File: config.mk
export PLATFORM = sky130hd
export DESIGN_NAME = mme_ram
export DESIGN_NICKNAME = d
export VERILOG_FILES = /design/src/design/matrix_multiply_engine_assert.svh /design/src/design/mme_ram.sv
export SDC_FILE = /design/constraint.sdc
export NUM_CORES = 2
export LEC_CHECK = 0
export BUFFER_PORTS_ARGS = -buffer_cell sky130_fd_sc_hd__buf_4
export CAP_MARGIN = 10
export CORE_AREA = 4 4 402 404
export CTS_CLUSTER_DIAMETER = 50
export DETAILED_ROUTE_END_ITERATION = 6
export DIE_AREA = 0 0 406 408
export GPL_TIMING_DRIVEN = 0
export PLACE_DENSITY = 0.69
export SYNTH_ARGS = -nofsm -noshare
export SYNTH_HDL_FRONTEND = slang
export SYNTH_SLANG_ARGS = --single-unit
export TNS_END_PERCENT = 30
File: constraint.sdc
create_clock -name i_clk -period 5.3 [get_ports i_clk]
set_clock_uncertainty 0.05 [all_clocks]
set_input_delay 1.325 -clock i_clk [delete_from_list [all_inputs] [get_ports i_clk]]
set_output_delay 1.325 -clock i_clk [all_outputs]
set_load 0.01 [all_outputs]
File: src/design/matrix_multiply_engine_assert.svh
// assertion macros shared by the matrix multiply engine modules
// expects i_clk and i_rst_n in the scope of each use
`ifndef MATRIX_MULTIPLY_ENGINE_ASSERT_SVH
`define MATRIX_MULTIPLY_ENGINE_ASSERT_SVH

// consequent checked in the same cycle as the antecedent
`define MME_ASSERT_SAME(label, ante, cons, msg) \
    label: assert property (@(posedge i_clk) disable iff (!i_rst_n) (ante) |-> (cons)) \
        else $error(msg);

// consequent checked in the cycle after the antecedent
`define MME_ASSERT_NEXT(label, ante, cons, msg) \
    label: assert property (@(posedge i_clk) disable iff (!i_rst_n) (ante) |=> (cons)) \
        else $error(msg);

`endif

File: src/design/mme_ram.sv
// generic single write, single read ram with registered read data
// no dependencies
module mme_ram #(
    parameter int WIDTH = 32,
    parameter int DEPTH = 64,
    localparam int AW   = (DEPTH > 1) ? $clog2(DEPTH) : 1
) (
    input  logic             i_clk,
    input  logic             i_we,
    input  logic [AW-1:0]    i_waddr,
    input  logic [WIDTH-1:0] i_wdata,
    input  logic [AW-1:0]    i_raddr,
    output logic [WIDTH-1:0] o_rdata
);

    logic [WIDTH-1:0] r_mem [DEPTH];
    logic [WIDTH-1:0] r_rdata;

    always_ff @(posedge i_clk) begin
        if (i_we) begin
            r_mem[i_waddr] <= i_wdata;
        end
        r_rdata <= r_mem[i_raddr];
    end

    assign o_rdata = r_rdata;

endmodule

# == Word level (Yosys, flattened, before mapping) ==
# Memory sizes are Yosys's and may differ from the RTL's. A register that Yosys moved wholly into a read port is not among the register bits.
# Cells that the tools add are included.
# op_classes
add_sub_neg,0
muxes,2
n_eq_ne,0
n_div,0
mul,0
order_cmp,0
reduce_logical,0
shifts,0
n_bitwise,0
# op_table
cell,count
1-bit two-way mux,2
# totals
wordCells,3
rom_bits,0
latch_bits,0
ram_bits,2048
n_memories,1
ff_bits,0
input_bits,46
# mem_list
name,depth,word_bits,read_ports,rd_clocked_by_memory_dff,write_ports,line,rtl
r_mem,64,32,1,1,1,mme_ram.sv:16,logic [WIDTH-1:0] r_mem [DEPTH];

# == Depth between registers and ports, before layout ==
# logic_depth
word_depth,2
mapped_depth,10

# == Least setup slack after synthesis ==
# No wires, ideal clock.
# synth_timing
path_kind,input port to flip-flop
startpoint,in i_waddr[3]
endpoint,mem r_mem[48][0] (enable)
cell_stages,4
setup_slack_ns,0.765
t_arrival_ns,4.024
setup_ns,0.461
n_path_buf,1
path_cell_list,clkbuf_1 > nor2b_1 > nand4b_1 > nor3_1
# synth_rtl
element,line,rtl
start: declaration,mme_ram.sv:10,"input logic [AW-1:0] i_waddr,"
end: declaration,mme_ram.sv:16,
# No word-level cell before the write port.

==> results_dict.tcl <==
set metrics [dict create \
    hold_path_depth 4 \
    io_buffers 69 \
    synth.distinct_cells 34 \
    wirelength_um 233000 \
    vias 39900 \
    reg2reg_setup_slack_ns 2.39 \
    holdPathEnd "o_rdata[17]" \
    critPathBufInv 4 \
    synth_top_cell_by_area "edfxtp_1" \
    synthTopCellsByArea "edfxtp_1 (78%), mux4_2 (16%), mux2i_1 (1.2%)" \
    min_period_ns 5.15 \
    power_density_nw_per_um2 377 \
    layout.nets 3730 \
    max_slew_margin_pct 5.10 \
    hpwl_um 146000 \
    drive_gt1_share_pct 29.5 \
    yosysTopAreaCellShare_pct 78.3 \
    dpl_cell_area_um2 83800 \
    dp_cells 5549 \
    worst_slew_pin_slew_ns 1.42 \
    ff2ff_path_depth 4 \
    io_pins 78 \
    maxSlewViolCount 0 \
    ant_nets 0 \
    cts_setup_buffers 0 \
    track_usage_pct 28.3 \
    fillers 11200 \
    overflow 0 \
    die_area_um2 166000 \
    final_util_pct 57.1 \
    drc 0 \
    clock_path_buffers 3 \
    synth_nets 3370 \
    row_count 146 \
    crit_arrival_ns 5.75 \
    cpLargestDelayFamily "buffers and inverters" \
    path_clk_slew_ns 0.06 \
    place.gp.congestion 0.866 \
    grt_pass1_vias 39000 \
    fin_cells 5929 \
    clock_sinks 2080 \
    clock-root-buffer "clkbuf_16" \
    synthToLayoutAreaGrowth_pct 14.8 \
    htree_levels 4 \
    worstSetupStartpointType "input port" \
    crit_type "in2reg" \
    yosys_warnings 0 \
    leakagePower_nw 28.0 \
    cts_hold_buf 0 \
    clock_latency_ns 0.84 \
    cts_tree "yes" \
    drt-pass1-iter-count 5 \
    status "finished clean" \
    routedWlPerCell_um 39.3 \
    antenna_found_initial 16 \
    grt_pass1_wl_um 317000 \
    yosysSeqAreaShare_pct 79.1 \
    rr_endpoint "o_rdata[18]" \
    final_area_um2 90200 \
    grt_max_degree 65 \
    die_h_um 408 \
    via_per_inst 6.73 \
    ctsResizeCount 0 \
    hp-class "reg2reg" \
    die_w_um 406 \
    finalHoldViolations 0 \
    fin_hold_ws_ns 0.865 \
    syn-mean-instance-area_um2 23.6 \
    post_synth_inst_count 3324 \
    finalPower_mw 34.0 \
    start_util_pct 49.7 \
    crit_path_end_kind "register" \
    drv_cap 0 \
    hp-start "r_mem[12][17]" \
    setup_violations 0 \
    r2r-start "r_mem[26][18]" \
    crit_chain "buf_2, buf_2, buf_2, buf_1, nand3b_1, o221ai_1, a21oi_1, a21oi_1, nor2_1" \
    coreArea_um2 158000 \
    ys_ff_latch 2080 \
    crit_slowest_cell "buf_1" \
    crit_top_cell "buf_2" \
    ir_worst_vdd_uv 336 \
    path_max_fanout 10 \
    initialDrtViolationCount 7115 \
    crit_path_max_incr_delay_ns 0.91 \
    syn_area_um2 78500 \
    fmax_mhz 194 \
    cts_buffers 202 \
    rsz0062_at_grt "false" \
    layout_worst_path_cycle_share_pct 97.1 \
    worstPathRequired_ns 5.91 \
]
-- synth_stat cells, drive strengths merged --
master	n
buf	108
o32ai	4
nand3b	5
clkbuf	74
nor2	137
nand3	5
mux4	544
a41o	4
o22ai	84
nor3	7
o221ai	27
and2	2
nand2	26
nand4b	1
nor2b	15
and3	4
nand2b	8
nand4	2
a22oi	12
dfxtp	32
edfxtp	2048
a21oi	62
a311oi	8
or3b	5
a31oi	1
or2	3
or3	3
mux2i	93
-- power by group --
| group | switching [mW] | leakage (nW) | internal [mW] |
|---|---|---|---|
| sequential | 0.0362 | 18.7 | 18.2 |
| clock | 6.19 | 3.06 | 7.62 |
| combinational | 1.29 | 6.22 | 0.649 |
| total | 7.52 | 28.0 | 26.5 |
-- sequential cells by signal, summed over array words and instances, names as in the netlist --
register / flops
o_rdata: 32
r_mem: 2048
-- worst max path at each step --
stage,cells after the start,slack (ns),start,to
2_1_floorplan,4,0.77,i_waddr[3],r_mem[48][0]
3_5_place_dp,9,-0.36,i_raddr[1],o_rdata[15]
3_3_place_gp,3,-2.81,i_waddr[4],r_mem[48][14]
6_report,9,0.15,i_raddr[1],o_rdata[22]
4_1_cts,9,0.51,i_raddr[1],o_rdata[15]
5_1_grt,9,0.25,i_raddr[1],o_rdata[15]
-- area by class of cell --
type                    count  area (um2)  share of cell area (%)
clock buffers             258        5400                    5.99
plain buffers             182         888                   0.985
repair buffers            156        2260                    2.51
well taps                2072        2590                    2.88
diodes                      9        22.5                  0.0250
multi-input cells        1062       16000                    17.7
flip-flops and latches   2080       62100                    68.9
clock inverters           110         903                    1.00
-- cells in the final DEF (no fill, tap or decap), types with 9 or more instances in the layout --
master / instances
buf_4: 94
mux2i_1: 93
clkbuf_16: 206
nor2_4: 62
diode_2: 9
edfxtp_1: 2048
clkbuf_1: 120
mux4_2: 544
a22oi_1: 12
nor2b_1: 15
clkinv_2: 29
buf_12: 65
inv_6: 10
o221ai_1: 27
clkinv_1: 41
buf_16: 10
buf_2: 58
buf_6: 9
o22ai_1: 84
nor2_1: 75
buf_1: 20
dfxtp_1: 32
nand2_1: 26
a21oi_1: 62
-- kinds of logic (layout without fill, tap and decap cells) --
group	after synthesis	after routing	synth area share [%]
compound gates	202	202	1.67
buf+inv	182	706	1.13
flops	2080	2080	79.1
mux	637	637	16.8
other cells	0	9	0
simple gates	223	223	1.27
-- metal layers --
| metal | part of all wire (%) | GRT usage [%] | up-vias |
|---|---|---|---|
| met2 | 45 | 41.8 | 3280 |
| li1 | - | - | 15000 |
| met5 | 0.018 | 0 | - |
| met3 | 14 | 9.72 | 574 |
| met4 | 5.5 | 12.7 | 8 |
| met1 | 35 | 38.4 | 21000 |
-- per-stage QoR --
stage	setup slack (ns)	TNS, ns
3_3_place_gp	-2.81	-1986.21
4_1_cts	0.507	0
6_report	0.153	0
2_1_floorplan	0.765	0
5_1_grt	0.249	0
3_5_place_dp	-0.360	-1.54
-- tightest hold or removal path: cells and delay by family, from the launching register on --
family,cells,cell delay [ns]
mux,1,0.06
simple gates,2,0.36
flops,1,0.32
compound gates,1,0.09
No activity file was read; power rests on OpenSTA's default activity.
