**config.mk**
```make
export PLATFORM = sky130hd
export DESIGN_NAME = mme_mac
export DESIGN_NICKNAME = d
export VERILOG_FILES = /design/src/design/mme_pkg.sv /design/src/design/mme_mac.sv
export VERILOG_INCLUDE_DIRS = /design/src /design/src/design
export SDC_FILE = /design/constraint.sdc
export NUM_CORES = 2
export LEC_CHECK = 0
export BUFFER_PORTS_ARGS = -buffer_cell sky130_fd_sc_hd__buf_2
export CAP_MARGIN = 10
export CORE_UTILIZATION = 60
export CTS_CLUSTER_SIZE = 8
export DETAILED_ROUTE_END_ITERATION = 16
export GPL_TIMING_DRIVEN = 0
export HOLD_SLACK_MARGIN = 0.08
export PLACE_DENSITY = 0.82
export SYNTH_ARGS = -nofsm -noshare
export SYNTH_HDL_FRONTEND = slang
export SYNTH_SLANG_ARGS = --single-unit
export TNS_END_PERCENT = 30
```
**constraint.sdc**
```tcl
create_clock -name i_clk -period 12.58 [get_ports i_clk]
set_clock_uncertainty 0.05 [all_clocks]
set_input_delay 2.516 -clock i_clk [delete_from_list [all_inputs] [get_ports i_clk]]
set_output_delay 2.516 -clock i_clk [all_outputs]
set_load 0.01 [all_outputs]
```
**src/design/matrix_multiply_engine_assert.svh**
```systemverilog
// assertion macros shared by the matrix multiply engine modules
// expects i_clk and i_rst_n in the scope of each use
`ifndef MATRIX_MULTIPLY_ENGINE_ASSERT_SVH
`define MATRIX_MULTIPLY_ENGINE_ASSERT_SVH

// consequent checked in the same cycle as the antecedent
`define MME_ASSERT_SAME(label, ante, cons, msg) \
    label: assert property (@(posedge i_clk) disable iff (!i_rst_n) (ante) |-> (cons)) \
        else $error(msg);

// consequent checked in the cycle after the antecedent
`define MME_ASSERT_NEXT(label, ante, cons, msg) \
    label: assert property (@(posedge i_clk) disable iff (!i_rst_n) (ante) |=> (cons)) \
        else $error(msg);

`endif

```
**src/design/mme_pkg.sv**
```systemverilog
// types, codes and helpers for the matrix multiply engine
// no dependencies
package mme_pkg;

    localparam logic [1:0] FUNC_LOAD_A  = 2'd0;
    localparam logic [1:0] FUNC_LOAD_B  = 2'd1;
    localparam logic [1:0] FUNC_COMPUTE = 2'd2;

    localparam logic [1:0] CFG_A_ROWS = 2'd0;
    localparam logic [1:0] CFG_A_COLS = 2'd1;
    localparam logic [1:0] CFG_B_ROWS = 2'd2;
    localparam logic [1:0] CFG_B_COLS = 2'd3;

    localparam logic STATUS_OK      = 1'b0;
    localparam logic STATUS_DIM_ERR = 1'b1;

    localparam int          FRAC_BITS = 16;
    localparam logic [31:0] SAT_MAX   = 32'h7FFF_FFFF;
    localparam logic [31:0] SAT_MIN   = 32'h8000_0000;

    typedef enum logic [1:0] {
        S_IDLE,
        S_RUN,
        S_DRAIN
    } t_mme_state;

    typedef struct packed {
        logic [1:0]          func;
        logic [2:0]          row;
        logic [2:0]          col;
        logic signed [31:0]  value;
    } t_mme_item;

    typedef struct packed {
        logic [2:0]          out_row;
        logic [2:0]          out_col;
        logic signed [31:0]  out_value;
        logic                status;
        logic                last;
    } t_mme_result;

    typedef struct packed {
        logic [3:0] a_rows;
        logic [3:0] a_cols;
        logic [3:0] b_rows;
        logic [3:0] b_cols;
    } t_mme_dims;

    // travels alongside the operands read from the stores
    typedef struct packed {
        logic       valid;
        logic       first;
        logic       elem_last;
        logic       final_elem;
        logic       err;
        logic [2:0] row;
        logic [2:0] col;
    } t_mme_tag;

    // loop count from a dimension register: 0 counts as 1, clamp at lim
    function automatic logic [4:0] eff_dim(input logic [3:0] d, input logic [4:0] lim);
        logic [4:0] v;
        v = {1'b0, d};
        if (v == 5'd0) begin
            return 5'd1;
        end
        if (v > lim) begin
            return lim;
        end
        return v;
    endfunction

endpackage

```
**src/design/mme_mac.sv**
```systemverilog
// shared multiply-accumulate unit with q16.16 scaling and saturation
// depends on mme_pkg and matrix_multiply_engine_assert.svh
`include "matrix_multiply_engine_assert.svh"

module mme_mac
    import mme_pkg::*;
#(
    parameter int MAX_DIM = 8,
    localparam int ACC_W  = 64 + $clog2(MAX_DIM) + 1
) (
    input  logic        i_clk,
    input  logic        i_rst_n,
    input  t_mme_tag    i_tag,
    input  logic [31:0] i_a,
    input  logic [31:0] i_b,
    output logic        o_strobe,
    output t_mme_result o_result
);

    logic signed [63:0]    r_prod;
    t_mme_tag              r_ptag;
    logic signed [ACC_W-1:0] r_acc, n_acc;
    t_mme_tag              r_atag;
    logic                  r_out_valid;
    t_mme_result           r_out, n_out;
    logic                  fits;

    always_comb begin
        n_acc = r_acc;
        if (r_ptag.valid) begin
            if (r_ptag.first) begin
                n_acc = ACC_W'(r_prod);
            end else begin
                n_acc = r_acc + ACC_W'(r_prod);
            end
        end
    end

    // result fits when bit 47 and everything above it are pure sign
    assign fits = (&r_acc[ACC_W-1:FRAC_BITS+31]) | ~(|r_acc[ACC_W-1:FRAC_BITS+31]);

    always_comb begin
        n_out.out_row = r_atag.row;
        n_out.out_col = r_atag.col;
        n_out.last    = r_atag.final_elem;
        if (r_atag.err) begin
            n_out.out_value = '0;
            n_out.status    = STATUS_DIM_ERR;
            n_out.out_row   = '0;
            n_out.out_col   = '0;
        end else begin
            n_out.status = STATUS_OK;
            if (fits) begin
                n_out.out_value = r_acc[FRAC_BITS+31:FRAC_BITS];
            end else begin
                n_out.out_value = r_acc[ACC_W-1] ? SAT_MIN : SAT_MAX;
            end
        end
    end

    always_ff @(posedge i_clk) begin
        r_prod <= $signed(i_a) * $signed(i_b);
        r_acc  <= n_acc;
        r_out  <= n_out;
    end

    always_ff @(posedge i_clk) begin
        if (!i_rst_n) begin
            r_ptag      <= '0;
            r_atag      <= '0;
            r_out_valid <= 1'b0;
        end else begin
            r_ptag      <= i_tag;
            r_atag      <= r_ptag;
            r_out_valid <= r_atag.valid && r_atag.elem_last;
        end
    end

    assign o_strobe = r_out_valid;
    assign o_result = r_out;

    `MME_ASSERT_SAME(a_err_is_last, o_strobe && o_result.status == STATUS_DIM_ERR,
        o_result.last, "dimension error result not marked last")
    `MME_ASSERT_SAME(a_strobe_from_elem, o_strobe,
        $past(r_atag.valid && r_atag.elem_last), "result without a finished dot product")
    `MME_ASSERT_NEXT(a_sum_to_result, r_atag.valid && r_atag.elem_last, o_strobe,
        "finished dot product dropped")

endmodule

```
After elaboration in Yosys (flattened, before gate mapping)
Index checks and enable logic that the tools add are counted. W data, S select, Z words.

Flip-flop bits (word level): 194. Input bits: 77. Output and inout bits: 41. Word-level logic and storage cells: 32.

Add/sub/neg operators: 1. $mul: 1. Mux-type cells: 4. Bitwise logic cells: 2. Reductions and logical operators: 3.

Operators with widths (number): $add A68 B64 Y68 (1); $mux W68 (1); $mul A32 B32 Y64 (1); $mux W32 (2); $reduce_and A21 Y1 (1); $reduce_or A21 Y1 (1); $logic_and A1 B1 Y1 (1); $mux W1 (1); $not A1 Y1 (1); $or A1 B1 Y1 (1).

Logic depth before layout (Yosys ltp)
Depth after elaboration: 4. Depth in mapped cells: 29. Mapped depth without buffers: 27.

Worst setup path before layout
OpenSTA, ideal clock, no wires.

Path kind: input -> register. Start point: input i_a[31]. End point: register r_prod[63]. Library setup time: 0.072 ns. Arrival time: 9.786 ns. Required time: 12.458 ns. Setup slack: 2.672 ns. Stages on the path: 27. Path buffers: 1. Cell sequence: clkbuf_1 -> nand2_1 -> inv_1 -> fa_1 -> inv_1 -> fa_1 -> inv_1 -> fa_1 -> fa_1 -> inv_1 -> fa_1 -> inv_1 -> fa_1 -> inv_1 -> fa_1 -> inv_1 -> fa_1 -> ha_1 -> a21o_1 -> a21oi_1 -> nand3b_1 -> nand2_1 -> a31oi_1 -> a211o_1 -> a221o_1 -> a21oi_2 -> xnor2_1.

Longest elaborated chain between the ends: 1.

Ends and longest elaborated chain: start, declared (line mme_mac.sv:14) `input logic [31:0] i_a,`; $mul A32 B32 Y64 (line mme_mac.sv:62) `r_prod <= $signed(i_a) * $signed(i_b);`; end signal, assigned (line mme_mac.sv:62); end, declared (line mme_mac.sv:20) `logic signed [63:0] r_prod;`.

No other way between the ends. A chain may end at the register's enable or synchronous reset.

Final worst setup path
Start point: input i_b[7]. End point: register r_prod[63].

Longest elaborated chain between the ends: 1.

Ends and longest elaborated chain: start, declared (line mme_mac.sv:15) `input logic [31:0] i_b,`; $mul A32 B32 Y64 (line mme_mac.sv:62).

No other way between the ends.

==> metrics.cfg <==
[flow_run]
maxCapViolCount=0

[floorplanning]
core_um2=74900
die-area_um2=77200
num_rows=100
start_util=0.610
io_pins=118
die_w_um=278
die_h_um=278

[timing]
drv_slew=0
min_period_over_period=0.915
period_needed_ns=11.51
finalSetupTns_ns=0
fmaxAchievable_mhz=86.9
finalHoldViolations=0
slew_headroom=0.109
setup_viol=0
worstMarginPinSlew_ns=1.34
rsz0062_at_grt=false

[grt]
antenna_found_initial=17
grt_first_pass_wirelength_mm=230
grt_use_total=0.409
grt_pass1_vias=37550
overflow=0
grt_max_degree=57

[worst_setup_path]
crit_path_end_kind=flip-flop
arrival_ns=11.80
worst-path-max-fanout=11
crit_type=in -> reg
critPathLaunchType=primary input
required_ns=12.87

[worst_hold_path]
hold_path.class=reg -> reg

[placement]
hpwlAfterDp_mm=125
dp.cells=5952
port_buffers=117
gp_congestion=1.09

[detailed_routing]
ant_nets=0
wl_per_cell_um=25.3
wl_mm=152
dr.first_iter.drc_count=3585
dr.pass1.iters=6
viasPerCell=5.92
drc_errors=0
via_count=35504

[clock_network]
cts_buffers=17
cts_hold_buf=0
clockBufferDepth=2
post_cts_resize_count=0
cts_root_buffer=clkbuf_16
cts_setup_buffers=0
path_clk_slew_ns=0.08
h-tree-depth=4
cts.sinks=194
cts_tree=yes
clk_latency_ns=0.46

[logic_synthesis]
synth_fp_nets=6275
ys_ff_latch=194
synth_area_um2=45700
yosysSeqAreaShare=0.0999
ys_types=69
ys_warn_count=0
synth_flop_cell=dfxtp_1
synth_edf_count=68
async_flop_share=0
synth_cells=4864
syn_avg_cell_area_um2=9.39

[outcome]
outcome=complete, no violations

[cells_and_area]
area_growth_pct=5.45
fin_cells=6000
final_nets=6414
fill_cells=6167
drive_gt1_frac=0.0365

## sequential cells by signal, indices dropped and copies added, names as in the netlist
| register | cells |
|---|---|
| n_out | 1 |
| r_atag | 9 |
| r_prod | 64 |
| o_result | 40 |
| o_strobe | 1 |
| r_ptag | 11 |
| r_acc | 68 |
## routing by layer
layer,wire (um),track usage
met1,55800,0.510
met2,64500,0.607
met3,20900,0.160
met4,10800,0.236
met5,52,0
## cell type report
cell class                 count  area [um2]  area share
inverter                     999        3750      0.0778
timing repair buffer         120         651      0.0135
buffer                       245         923      0.0192
multi-input combinational   3426       36400       0.757
antenna                       15        37.5    0.000779
clock inverter                13         140     0.00291
sequential                   194        4570      0.0948
tap                          969        1210      0.0252
clock buffer                  19         443     0.00919
## kinds of logic (layout without fill, tap and decap cells)
kind of cell | count (synthesis) | count (layout) | synth area share
and+or+nand+nor | 1443 | 1443 | 0.157
adders and majority gates | 1334 | 1334 | 0.543
buffers and inverters | 1244 | 1396 | 0.102
AOI/OAI and AO/OA | 507 | 507 | 0.0696
DFF | 194 | 194 | 0.0999
xor gates and xnor gates | 132 | 132 | 0.0253
muxes | 10 | 10 | 0.00236
other | 0 | 15 | 0
## per-stage QoR
| step | setup WS [ns] | hold WS [ns] | instance area [um2] | utilization |
|---|---|---|---|---|
| final | 1.07 | 0.309 | 48200 | 0.643 |
| after global routing | 0.654 | 0.313 | 48100 | 0.642 |
| after CTS | 1.22 | 0.309 | 48100 | 0.642 |
| after detailed placement | 0.729 | 0.286 | 47500 | 0.634 |
| after global placement | 0.851 | 0.262 | 47500 | 0.634 |
| after floorplan | 2.67 | 0.260 | 45700 | - |
## placed cells by master, fill, tap and decap left out, types with 15 or more instances in the layout
master / Yosys / routed
fa_1: 1083 / 1083
inv_1: 999 / 999
nand2_1: 640 / 640
and2_1: 544 / 544
ha_1: 251 / 251
clkbuf_1: 240 / 241
a21oi_1: 156 / 156
o21ai_0: 133 / 133
dfxtp_1: 126 / 125
buf_2: 3 / 120
nor2_1: 88 / 88
xnor2_1: 85 / 85
a21o_1: 82 / 82
edfxtp_1: 68 / 68
xor2_1: 47 / 47
nand4_1: 35 / 35
nor2b_1: 25 / 25
nor3_1: 22 / 22
and3_1: 21 / 21
o21bai_1: 21 / 21
nand2b_1: 20 / 20
nand3_1: 20 / 20
a211oi_1: 17 / 17
clkbuf_16: 0 / 17
diode_2: 0 / 15
a31oi_1: 15 / 15
## synth_stat cells (6+ instances only)
library cell | instances | area (um2)
inv_1 | 999 | 3750
a21o_1 | 82 | 616
a31oi_1 | 15 | 93.8
o21a_1 | 11 | 82.6
o21ai_0 | 133 | 666
nor2b_1 | 25 | 156
dfxtp_1 | 126 | 2520
xnor2_1 | 85 | 744
nor4_1 | 7 | 43.8
ha_1 | 251 | 3140
a21oi_1 | 156 | 781
nor2_1 | 88 | 330
o211ai_1 | 7 | 52.6
a211oi_1 | 17 | 128
xor2_1 | 47 | 412
clkbuf_1 | 240 | 901
mux2_2 | 6 | 67.6
nand2b_1 | 20 | 125
nor3_1 | 22 | 110
edfxtp_1 | 68 | 2040
a211o_1 | 6 | 52.6
nand3_1 | 20 | 100
nand4_1 | 35 | 219
o21bai_1 | 21 | 158
and3_1 | 21 | 131
fa_1 | 1083 | 21700
nand2_1 | 640 | 2400
and2_1 | 544 | 3400
## worst paths after layout
check / from / to / slack (ns) / depth (start not counted)
max: i_b[7] / r_prod[63] / 1.07 / 27
min: n_out[0] / o_result[0] / 0.31 / 0
min reg2reg: n_out[0] / o_result[0] / 0.31 / 0
max reg2reg: r_prod[0] / r_acc[66] / 8.19 / 14
## worst max-delay path, cell delays in order
cell and delay [ns]:
buf_2 0.17, clkbuf_1 1.00, and2_1 0.27, fa_1 0.42, inv_1 0.29, fa_1 0.49, inv_1 0.22, fa_1 0.50
fa_1 1.05, inv_1 0.43, fa_1 0.59, inv_1 0.06, fa_1 0.54, inv_1 0.05, fa_1 0.47, inv_1 0.05
fa_1 0.45, ha_1 0.34, a21o_1 0.19, a21oi_1 0.31, nand3b_1 0.11, nand2_1 0.08, a31oi_1 0.07, a211o_1 0.36
a221o_1 0.36, a21oi_2 0.15, xnor2_1 0.22
Power is not shown: default switching activity piles up to over one toggle a cycle in this logic, so the estimate is an artifact.
