<file path="config.mk">
export PLATFORM = sky130hd
export DESIGN_NAME = mme_seq
export DESIGN_NICKNAME = d
export VERILOG_FILES = /design/src/design/mme_pkg.sv /design/src/design/mme_seq.sv
export VERILOG_INCLUDE_DIRS = /design/src /design/src/design
export SDC_FILE = /design/constraint.sdc
export NUM_CORES = 1
export LEC_CHECK = 0
export BUFFER_PORTS_ARGS = -buffer_cell sky130_fd_sc_hd__buf_4
export CORE_UTILIZATION = 38
export DETAILED_ROUTE_END_ITERATION = 12
export GPL_TIMING_DRIVEN = 1
export REMOVE_ABC_BUFFERS = 1
export SYNTH_ARGS = -nofsm -noshare
export SYNTH_HDL_FRONTEND = slang
export SYNTH_SLANG_ARGS = --single-unit
</file>
<file path="constraint.sdc">
create_clock -name i_clk -period 3.5 [get_ports i_clk]
set_input_delay 0.175 -clock i_clk [delete_from_list [all_inputs] [get_ports i_clk]]
set_output_delay 0.175 -clock i_clk [all_outputs]
set_load 0.01 [all_outputs]
</file>
<file path="src/design/matrix_multiply_engine_assert.svh">
// assertion macros shared by the matrix multiply engine modules
// expects i_clk and i_rst_n in the scope of each use
`ifndef MATRIX_MULTIPLY_ENGINE_ASSERT_SVH
`define MATRIX_MULTIPLY_ENGINE_ASSERT_SVH

// consequent checked in the same cycle as the antecedent
`define MME_ASSERT_SAME(label, ante, cons, msg) \
    label: assert property (@(posedge i_clk) disable iff (!i_rst_n) (ante) |-> (cons)) \
        else $error(msg);

// consequent checked in the cycle after the antecedent
`define MME_ASSERT_NEXT(label, ante, cons, msg) \
    label: assert property (@(posedge i_clk) disable iff (!i_rst_n) (ante) |=> (cons)) \
        else $error(msg);

`endif

</file>
<file path="src/design/mme_pkg.sv">
// types, codes and helpers for the matrix multiply engine
// no dependencies
package mme_pkg;

    localparam logic [1:0] FUNC_LOAD_A  = 2'd0;
    localparam logic [1:0] FUNC_LOAD_B  = 2'd1;
    localparam logic [1:0] FUNC_COMPUTE = 2'd2;

    localparam logic [1:0] CFG_A_ROWS = 2'd0;
    localparam logic [1:0] CFG_A_COLS = 2'd1;
    localparam logic [1:0] CFG_B_ROWS = 2'd2;
    localparam logic [1:0] CFG_B_COLS = 2'd3;

    localparam logic STATUS_OK      = 1'b0;
    localparam logic STATUS_DIM_ERR = 1'b1;

    localparam int          FRAC_BITS = 16;
    localparam logic [31:0] SAT_MAX   = 32'h7FFF_FFFF;
    localparam logic [31:0] SAT_MIN   = 32'h8000_0000;

    typedef enum logic [1:0] {
        S_IDLE,
        S_RUN,
        S_DRAIN
    } t_mme_state;

    typedef struct packed {
        logic [1:0]          func;
        logic [2:0]          row;
        logic [2:0]          col;
        logic signed [31:0]  value;
    } t_mme_item;

    typedef struct packed {
        logic [2:0]          out_row;
        logic [2:0]          out_col;
        logic signed [31:0]  out_value;
        logic                status;
        logic                last;
    } t_mme_result;

    typedef struct packed {
        logic [3:0] a_rows;
        logic [3:0] a_cols;
        logic [3:0] b_rows;
        logic [3:0] b_cols;
    } t_mme_dims;

    // travels alongside the operands read from the stores
    typedef struct packed {
        logic       valid;
        logic       first;
        logic       elem_last;
        logic       final_elem;
        logic       err;
        logic [2:0] row;
        logic [2:0] col;
    } t_mme_tag;

    // loop count from a dimension register: 0 counts as 1, clamp at lim
    function automatic logic [4:0] eff_dim(input logic [3:0] d, input logic [4:0] lim);
        logic [4:0] v;
        v = {1'b0, d};
        if (v == 5'd0) begin
            return 5'd1;
        end
        if (v > lim) begin
            return lim;
        end
        return v;
    endfunction

endpackage

</file>
<file path="src/design/mme_seq.sv">
// loop sequencer: walks i, j, k over the product and issues store reads
// depends on mme_pkg and matrix_multiply_engine_assert.svh
`include "matrix_multiply_engine_assert.svh"

module mme_seq
    import mme_pkg::*;
#(
    parameter int MAX_DIM = 8,
    localparam int DEPTH  = MAX_DIM * MAX_DIM,
    localparam int AW     = (DEPTH > 1) ? $clog2(DEPTH) : 1,
    localparam int CW     = $clog2(MAX_DIM + 1)
) (
    input  logic          i_clk,
    input  logic          i_rst_n,
    input  logic          i_compute,
    input  t_mme_dims     i_dims,
    input  logic          i_done,
    output logic          o_busy,
    output logic [AW-1:0] o_a_raddr,
    output logic [AW-1:0] o_b_raddr,
    output t_mme_tag      o_tag
);

    t_mme_state r_state, n_state;
    logic [CW-1:0] r_i, n_i, r_j, n_j, r_k, n_k;
    logic [CW-1:0] r_ni, n_ni, r_nj, n_nj, r_nk, n_nk;
    t_mme_tag r_tag, n_tag;
    logic mismatch, k_end, j_end, i_end;

    assign mismatch = (i_dims.a_cols != i_dims.b_rows);
    assign k_end = (r_k == r_nk - CW'(1));
    assign j_end = (r_j == r_nj - CW'(1));
    assign i_end = (r_i == r_ni - CW'(1));

    always_comb begin
        n_state = r_state;
        case (r_state)
            S_IDLE: begin
                if (i_compute) begin
                    n_state = mismatch ? S_DRAIN : S_RUN;
                end
            end
            S_RUN: begin
                if (k_end && j_end && i_end) begin
                    n_state = S_DRAIN;
                end
            end
            S_DRAIN: begin
                if (i_done) begin
                    n_state = S_IDLE;
                end
            end
            default: n_state = S_IDLE;
        endcase
    end

    always_comb begin
        n_i   = r_i;
        n_j   = r_j;
        n_k   = r_k;
        n_ni  = r_ni;
        n_nj  = r_nj;
        n_nk  = r_nk;
        n_tag = '0;
        case (r_state)
            S_IDLE: begin
                n_i  = '0;
                n_j  = '0;
                n_k  = '0;
                n_ni = CW'(eff_dim(i_dims.a_rows, 5'(MAX_DIM)));
                n_nj = CW'(eff_dim(i_dims.b_cols, 5'(MAX_DIM)));
                n_nk = CW'(eff_dim(i_dims.a_cols, 5'(MAX_DIM)));
                // dimension error goes down the pipe as a single flagged item
                if (i_compute && mismatch) begin
                    n_tag.valid      = 1'b1;
                    n_tag.first      = 1'b1;
                    n_tag.elem_last  = 1'b1;
                    n_tag.final_elem = 1'b1;
                    n_tag.err        = 1'b1;
                end
            end
            S_RUN: begin
                n_tag.valid      = 1'b1;
                n_tag.first      = (r_k == '0);
                n_tag.elem_last  = k_end;
                n_tag.final_elem = k_end && j_end && i_end;
                n_tag.row        = 3'(r_i);
                n_tag.col        = 3'(r_j);
                if (k_end) begin
                    n_k = '0;
                    if (j_end) begin
                        n_j = '0;
                        n_i = r_i + CW'(1);
                    end else begin
                        n_j = r_j + CW'(1);
                    end
                end else begin
                    n_k = r_k + CW'(1);
                end
            end
            S_DRAIN: begin
                n_tag = '0;
            end
            default: n_tag = '0;
        endcase
    end

    always_ff @(posedge i_clk) begin
        if (!i_rst_n) begin
            r_state <= S_IDLE;
            r_tag   <= '0;
            r_i     <= '0;
            r_j     <= '0;
            r_k     <= '0;
            r_ni    <= CW'(1);
            r_nj    <= CW'(1);
            r_nk    <= CW'(1);
        end else begin
            r_state <= n_state;
            r_tag   <= n_tag;
            r_i     <= n_i;
            r_j     <= n_j;
            r_k     <= n_k;
            r_ni    <= n_ni;
            r_nj    <= n_nj;
            r_nk    <= n_nk;
        end
    end

    assign o_busy    = (r_state != S_IDLE);
    assign o_a_raddr = AW'(r_i) * AW'(MAX_DIM) + AW'(r_k);
    assign o_b_raddr = AW'(r_k) * AW'(MAX_DIM) + AW'(r_j);
    assign o_tag     = r_tag;

    `MME_ASSERT_SAME(a_final_in_drain, r_tag.valid && r_tag.final_elem, r_state == S_DRAIN,
        "final element issued while sequencer not draining")
    `MME_ASSERT_SAME(a_run_in_range, r_state == S_RUN,
        (r_i < r_ni) && (r_j < r_nj) && (r_k < r_nk), "loop counter beyond its bound")
    `MME_ASSERT_NEXT(a_idle_quiet, r_state == S_IDLE && !i_compute, !r_tag.valid,
        "read issued without a compute transfer")

endmodule

</file>
-- After elaboration in Yosys (flattened, before gate mapping)
Cells that the tools add are included.
- register bits: 37
- input bits: 20
- word-level logic and storage cells: 93
- output and inout port bits: 24
- mux-type cells: 42
- reductions and logical operators: 15
- $add $sub $neg: 8
- order comparisons: 3
- equal/unequal tests: 11
- operators with widths (operator ; number):
    4-bit 2-to-1 mux ; 17
    4-bit one-hot mux with 2 select lines ; 4
    4-bit logical NOT ; 4
    1-bit 2-to-1 mux ; 15
    4-bit by 1-bit adder with 4-bit output, second input constant ; 3
    6-bit by 4-bit adder with 6-bit output ; 2
    4-bit equality test ; 3
    4-bit greater-than comparator, second input constant ; 3
    4-bit by 1-bit subtractor with 4-bit output, second input constant ; 3
    2-bit inequality test, second input constant ; 5
    2-bit 2-to-1 mux ; 4
    2-bit one-hot mux with 3 select lines ; 1
    2-bit AND reduction ; 3
    3-bit AND reduction ; 2
    5-bit 2-to-1 mux ; 1
    4-bit inequality test ; 1
    2-bit nonzero test ; 2
    1-bit logical AND ; 3
    2-bit by 1-bit equality test with 1-bit output, second input constant ; 1
    2-bit equality test, second input constant ; 1
    2-bit logical NOT ; 1

-- Logic depth before layout (Yosys ltp)
- word-level depth: 7
- gate-level depth with buffers: 8
- depth with buffers taken out: 7

-- Least setup slack after synthesis
Ideal clock, no wire load.
- kind: register to register
- from: register r_nk[0]
- to: register r_i[2]
- path slack: 1.501 ns
- data arrival time: 1.925 ns
- setup time: 0.074 ns
- data required time: 3.426 ns
- cell stages (with the launch flop): 9
- path buffers: 1
- cell sequence: dfxtp_1 inv_1 ha_1 xnor2_1 nor3_2 nand4_1 buf_6 or4b_1 a31oi_1
- word-level cells in the longest chain between the ends: 4
- RTL lines (what ; line ; RTL):
    from (decl) ; mme_seq.sv:26 ; logic [CW-1:0] r_ni, n_ni, r_nj, n_nj, r_nk, n_nk;
    from (signal assigned) ; mme_seq.sv:126 ; r_nk <= n_nk;
    4-bit by 1-bit subtractor with 4-bit output ; mme_seq.sv:31 ; assign k_end = (r_k == r_nk - CW'(1));
    4-bit equality test ; mme_seq.sv:31 ;
    2-bit inequality test (no source line) ; - ;
    3-bit AND reduction (no source line) ; - ;
    to (signal assigned) ; mme_seq.sv:121 ; r_i <= n_i;
    to (decl) ; mme_seq.sv:25 ; logic [CW-1:0] r_i, n_i, r_j, n_j, r_k, n_k;
Every way passes these cells.
A chain may end at the register's enable or synchronous reset.

-- Worst setup path in the final report
- from: register r_nk[0]
- to: register r_i[3]
The elaborated chain is that of the path after synthesis.

==> impl_metrics.csv <==
group,metric,value,unit
power_and_ir_drop,power.total,0.0008908,W
synth,avgSynthCellArea,8.643,um2
clock_network,cts_setup_buffers,0,
final_layout,syn2layout_area_growth,20.54,%
routing,drc,0,
timing,min_period_over_period,68.58,%
clock_network,cts_tree,"built",
worst_setup_path,endpoint,"r_i[3]$_SDFFE_PN0P_",
timing,grt_setup_unrepaired,"false",
synth,syn-instance-count,227,
clock_network,h-tree-depth,2,
synth,synth.distinct_cells,41,
synth,seq_area_frac_synth,37.76,%
global_routing,antenna_found_initial,0,
worst_setup_path,r2r_end,"r_i[3]$_SDFFE_PN0P_",
synth,ys_warn_count,0,
floorplan,core_area,4848,um2
timing,maxSlewViolCount,0,
floorplan,fp.dieH,73.85,um
global_routing,grt.total_usage,17.00,%
outcome,status,"complete, no violations",
routing,via_count,1624,
floorplan,die_area,5454,um2
worst_setup_path,crit_type,"reg2reg",
synth,async_flop_share,0,%
global_routing,grt_pass1_vias,1481,
final_layout,fin_util,48.77,%
timing,clock_skew,0.005395,ns
clock_network,cts.sinks,37,
worst_setup_path,timing.rr.start,"r_nk[0]$_SDFFE_PN1P_",
worst_setup_path,worstPathMaxFanout,11,
clock_network,ctsHoldBuffers,0,
power_and_ir_drop,vdd.ir_drop.worst,0.1383,mV
synth,synth_flop_cell,"dfxtp_1",
floorplan,die_x,73.85,um
routing,drt-pass1-iter-count,4,
worst_setup_path,startpoint_type,"flip-flop",
timing,max-slew-margin-rel,51.72,%
worst_setup_path,critPathLaunch,"r_nk[0]$_SDFFE_PN1P_",
worst_setup_path,r2r_cells,7,
final_layout,antenna-diode-count,0,
floorplan,io-pin-count,44,
timing,timing.fmax,416.6,MHz
floorplan,rows,25,
timing,setup_violations,0,
routing,antenna_left,0,
clock_network,path_clk_slew,0.07,ns
global_routing,grt_pass1_wl,6934,um
timing,setup_tns,0,ns
floorplan,start_util,40.46,%
place,hpwl,2951,um
clock_network,cts_buffers,5,
routing,totalWireLength,4131,um
place,place_congestion,0.7991,
clock_network,cts_resized,0,
timing,finalHoldViolCount,0,
synth,synth_seq_cells,37,
timing,tightest_slew,0.7232,ns
worst_hold_path,hold_class,"in2reg",
clock_network,cts_root_buf,"clkbuf_8",
synth,synth_edf_count,0,
routing,vias_per_cell,4.936,
final_layout,drive_gt1_share,22.14,%
power_and_ir_drop,leakage,1.024,nW
routing,drt_iter0_drc,118,
place,portBuffers,43,
synth,synth_area,1962,um2
global_routing,grt_max_degree,24,
power_and_ir_drop,powerDensity,376.7,nW/um2
worst_setup_path,endpoint_kind,"flip-flop",
clock_network,clk_path_buf_depth,2,
routing,routedWlPerCell,12.56,um
clock_network,worstSkewPairLatency,0.29,ns
worst_setup_path,r2r_slack,1.10,ns
run,maxCapViolations,0,
worst_setup_path,arrival,2.61,ns
worst_setup_path,required,3.71,ns
global_routing,grt-ovfl-total,0,
final_layout,final_nets,292,
timing,period_minus_slack,2.400,ns
-- where the power goes --
part / switching (W) / internal, W
logic: 0.0000740 / 0.0000719
registers: 0.0000189 / 0.000437
clock network: 0.000151 / 0.000138
total: 0.000244 / 0.000647
-- cell usage in the layout, fill, tap and decap left out, types with 2 or more instances in the layout --
cell type / n
or3_1: 3
a21oi_1: 19
and2_1: 2
clkbuf_8: 5
nand3b_1: 7
nor3_2: 2
o21ai_0: 5
or4b_1: 2
nand4_1: 3
nand2_1: 24
nor3_1: 4
inv_1: 12
nand3_1: 7
xnor2_1: 12
o22ai_1: 2
dfxtp_1: 37
clkinv_2: 2
buf_4: 44
xor3_1: 2
xor2_1: 8
nor2_1: 14
or4_1: 2
nand2b_1: 2
a31oi_1: 4
o31ai_1: 3
o211ai_1: 5
ha_1: 11
and3_1: 6
-- state kept, by name, summed over array words and instances (netlist names) --
name     count
r_j          4
o_tag       11
r_nk         4
r_nj         4
r_ni         4
r_state      2
r_k          4
r_i          4
-- worst min path at each step --
| stage | start | to | slack (ns) | depth (start not counted) |
|---|---|---|---|---|
| 2_1_floorplan | i_rst_n | r_nk[0]$_SDFFE_PN1P_ | 0.26 | 1 |
| 3_3_place_gp | i_dims[15] | r_ni[0]$_SDFFE_PN1P_ | 0.39 | 2 |
| 3_5_place_dp | i_dims[3] | r_nj[0]$_SDFFE_PN1P_ | 0.39 | 2 |
| 4_1_cts | i_dims[15] | r_ni[0]$_SDFFE_PN1P_ | 0.08 | 2 |
| 5_1_grt | i_dims[15] | r_ni[0]$_SDFFE_PN1P_ | 0.08 | 2 |
| 6_report | i_dims[15] | r_ni[0]$_SDFFE_PN1P_ | 0.08 | 2 |
-- cells by family (layout without fill, tap and decap cells) --
| kind of cell | after synthesis | count (layout) | synth area share [%] |
|---|---|---|---|
| fa+ha+maj | 11 | 11 | 7.015 |
| flops | 37 | 37 | 37.76 |
| xor+xnor | 22 | 22 | 11.35 |
| buf+inv | 29 | 64 | 7.079 |
| simple gates | 87 | 87 | 24.43 |
| compound gates | 41 | 41 | 12.37 |
-- synthesized netlist by cell type, drive strengths merged (3+ instances only) --
library cell / instances / area, um2
buf: 9 / 63.81
and2: 3 / 20.02
o21ai: 5 / 25.02
nand3b: 7 / 52.55
a21oi: 19 / 95.09
nand3: 7 / 35.03
o31ai: 3 / 22.52
dfxtp: 37 / 740.7
a31oi: 4 / 25.02
and3: 7 / 45.05
inv: 12 / 45.04
nor3: 6 / 40.04
o211ai: 5 / 37.54
xor2: 8 / 70.07
clkbuf: 8 / 30.03
xnor2: 12 / 105.1
nand2: 24 / 90.09
ha: 11 / 137.6
or3: 4 / 26.28
nand4: 3 / 18.77
or4b: 3 / 30.03
nor2: 14 / 52.55
-- per-layer routing --
| layer | track usage [%] | part of all wire, % |
|---|---|---|
| met5 | 0 | 0 |
| met4 | 8.333 | 2.2 |
| met3 | 3.292 | 3.8 |
| met2 | 26.81 | 44 |
| met1 | 22.13 | 50 |
-- worst max-delay path, cell delays in order (launching register included) --
cell and delay [ns]:
dfxtp_1 0.37, inv_1 0.07, ha_1 0.30, xnor2_1 0.14, nor3_2 0.24, nand4_1 0.40
or4b_1 0.62, a31oi_1 0.18
-- final cells by class --
| type | instances | area [um2] |
|---|---|---|
| fillers | 495 | 2484 |
| clock inverters | 2 | 10.01 |
| inverters | 12 | 45.04 |
| multi-input cells | 161 | 1082 |
| clock buffers | 6 | 72.57 |
| repair buffers | 44 | 330.3 |
| well taps | 67 | 83.83 |
| flip-flops and latches | 37 | 740.7 |
-- through the flow --
step	setup slack, ns	instances	area (um2)	hold WS, ns
after floorplan	1.365	210	1868	0.2639
after global placement	1.236	321	2282	0.3922
after detailed placement	1.132	321	2282	0.3928
after CTS	1.084	329	2365	0.07614
after global routing	0.8464	329	2365	0.08406
final	1.100	329	2365	0.08167
No activity file was read; power rests on OpenSTA's default activity.
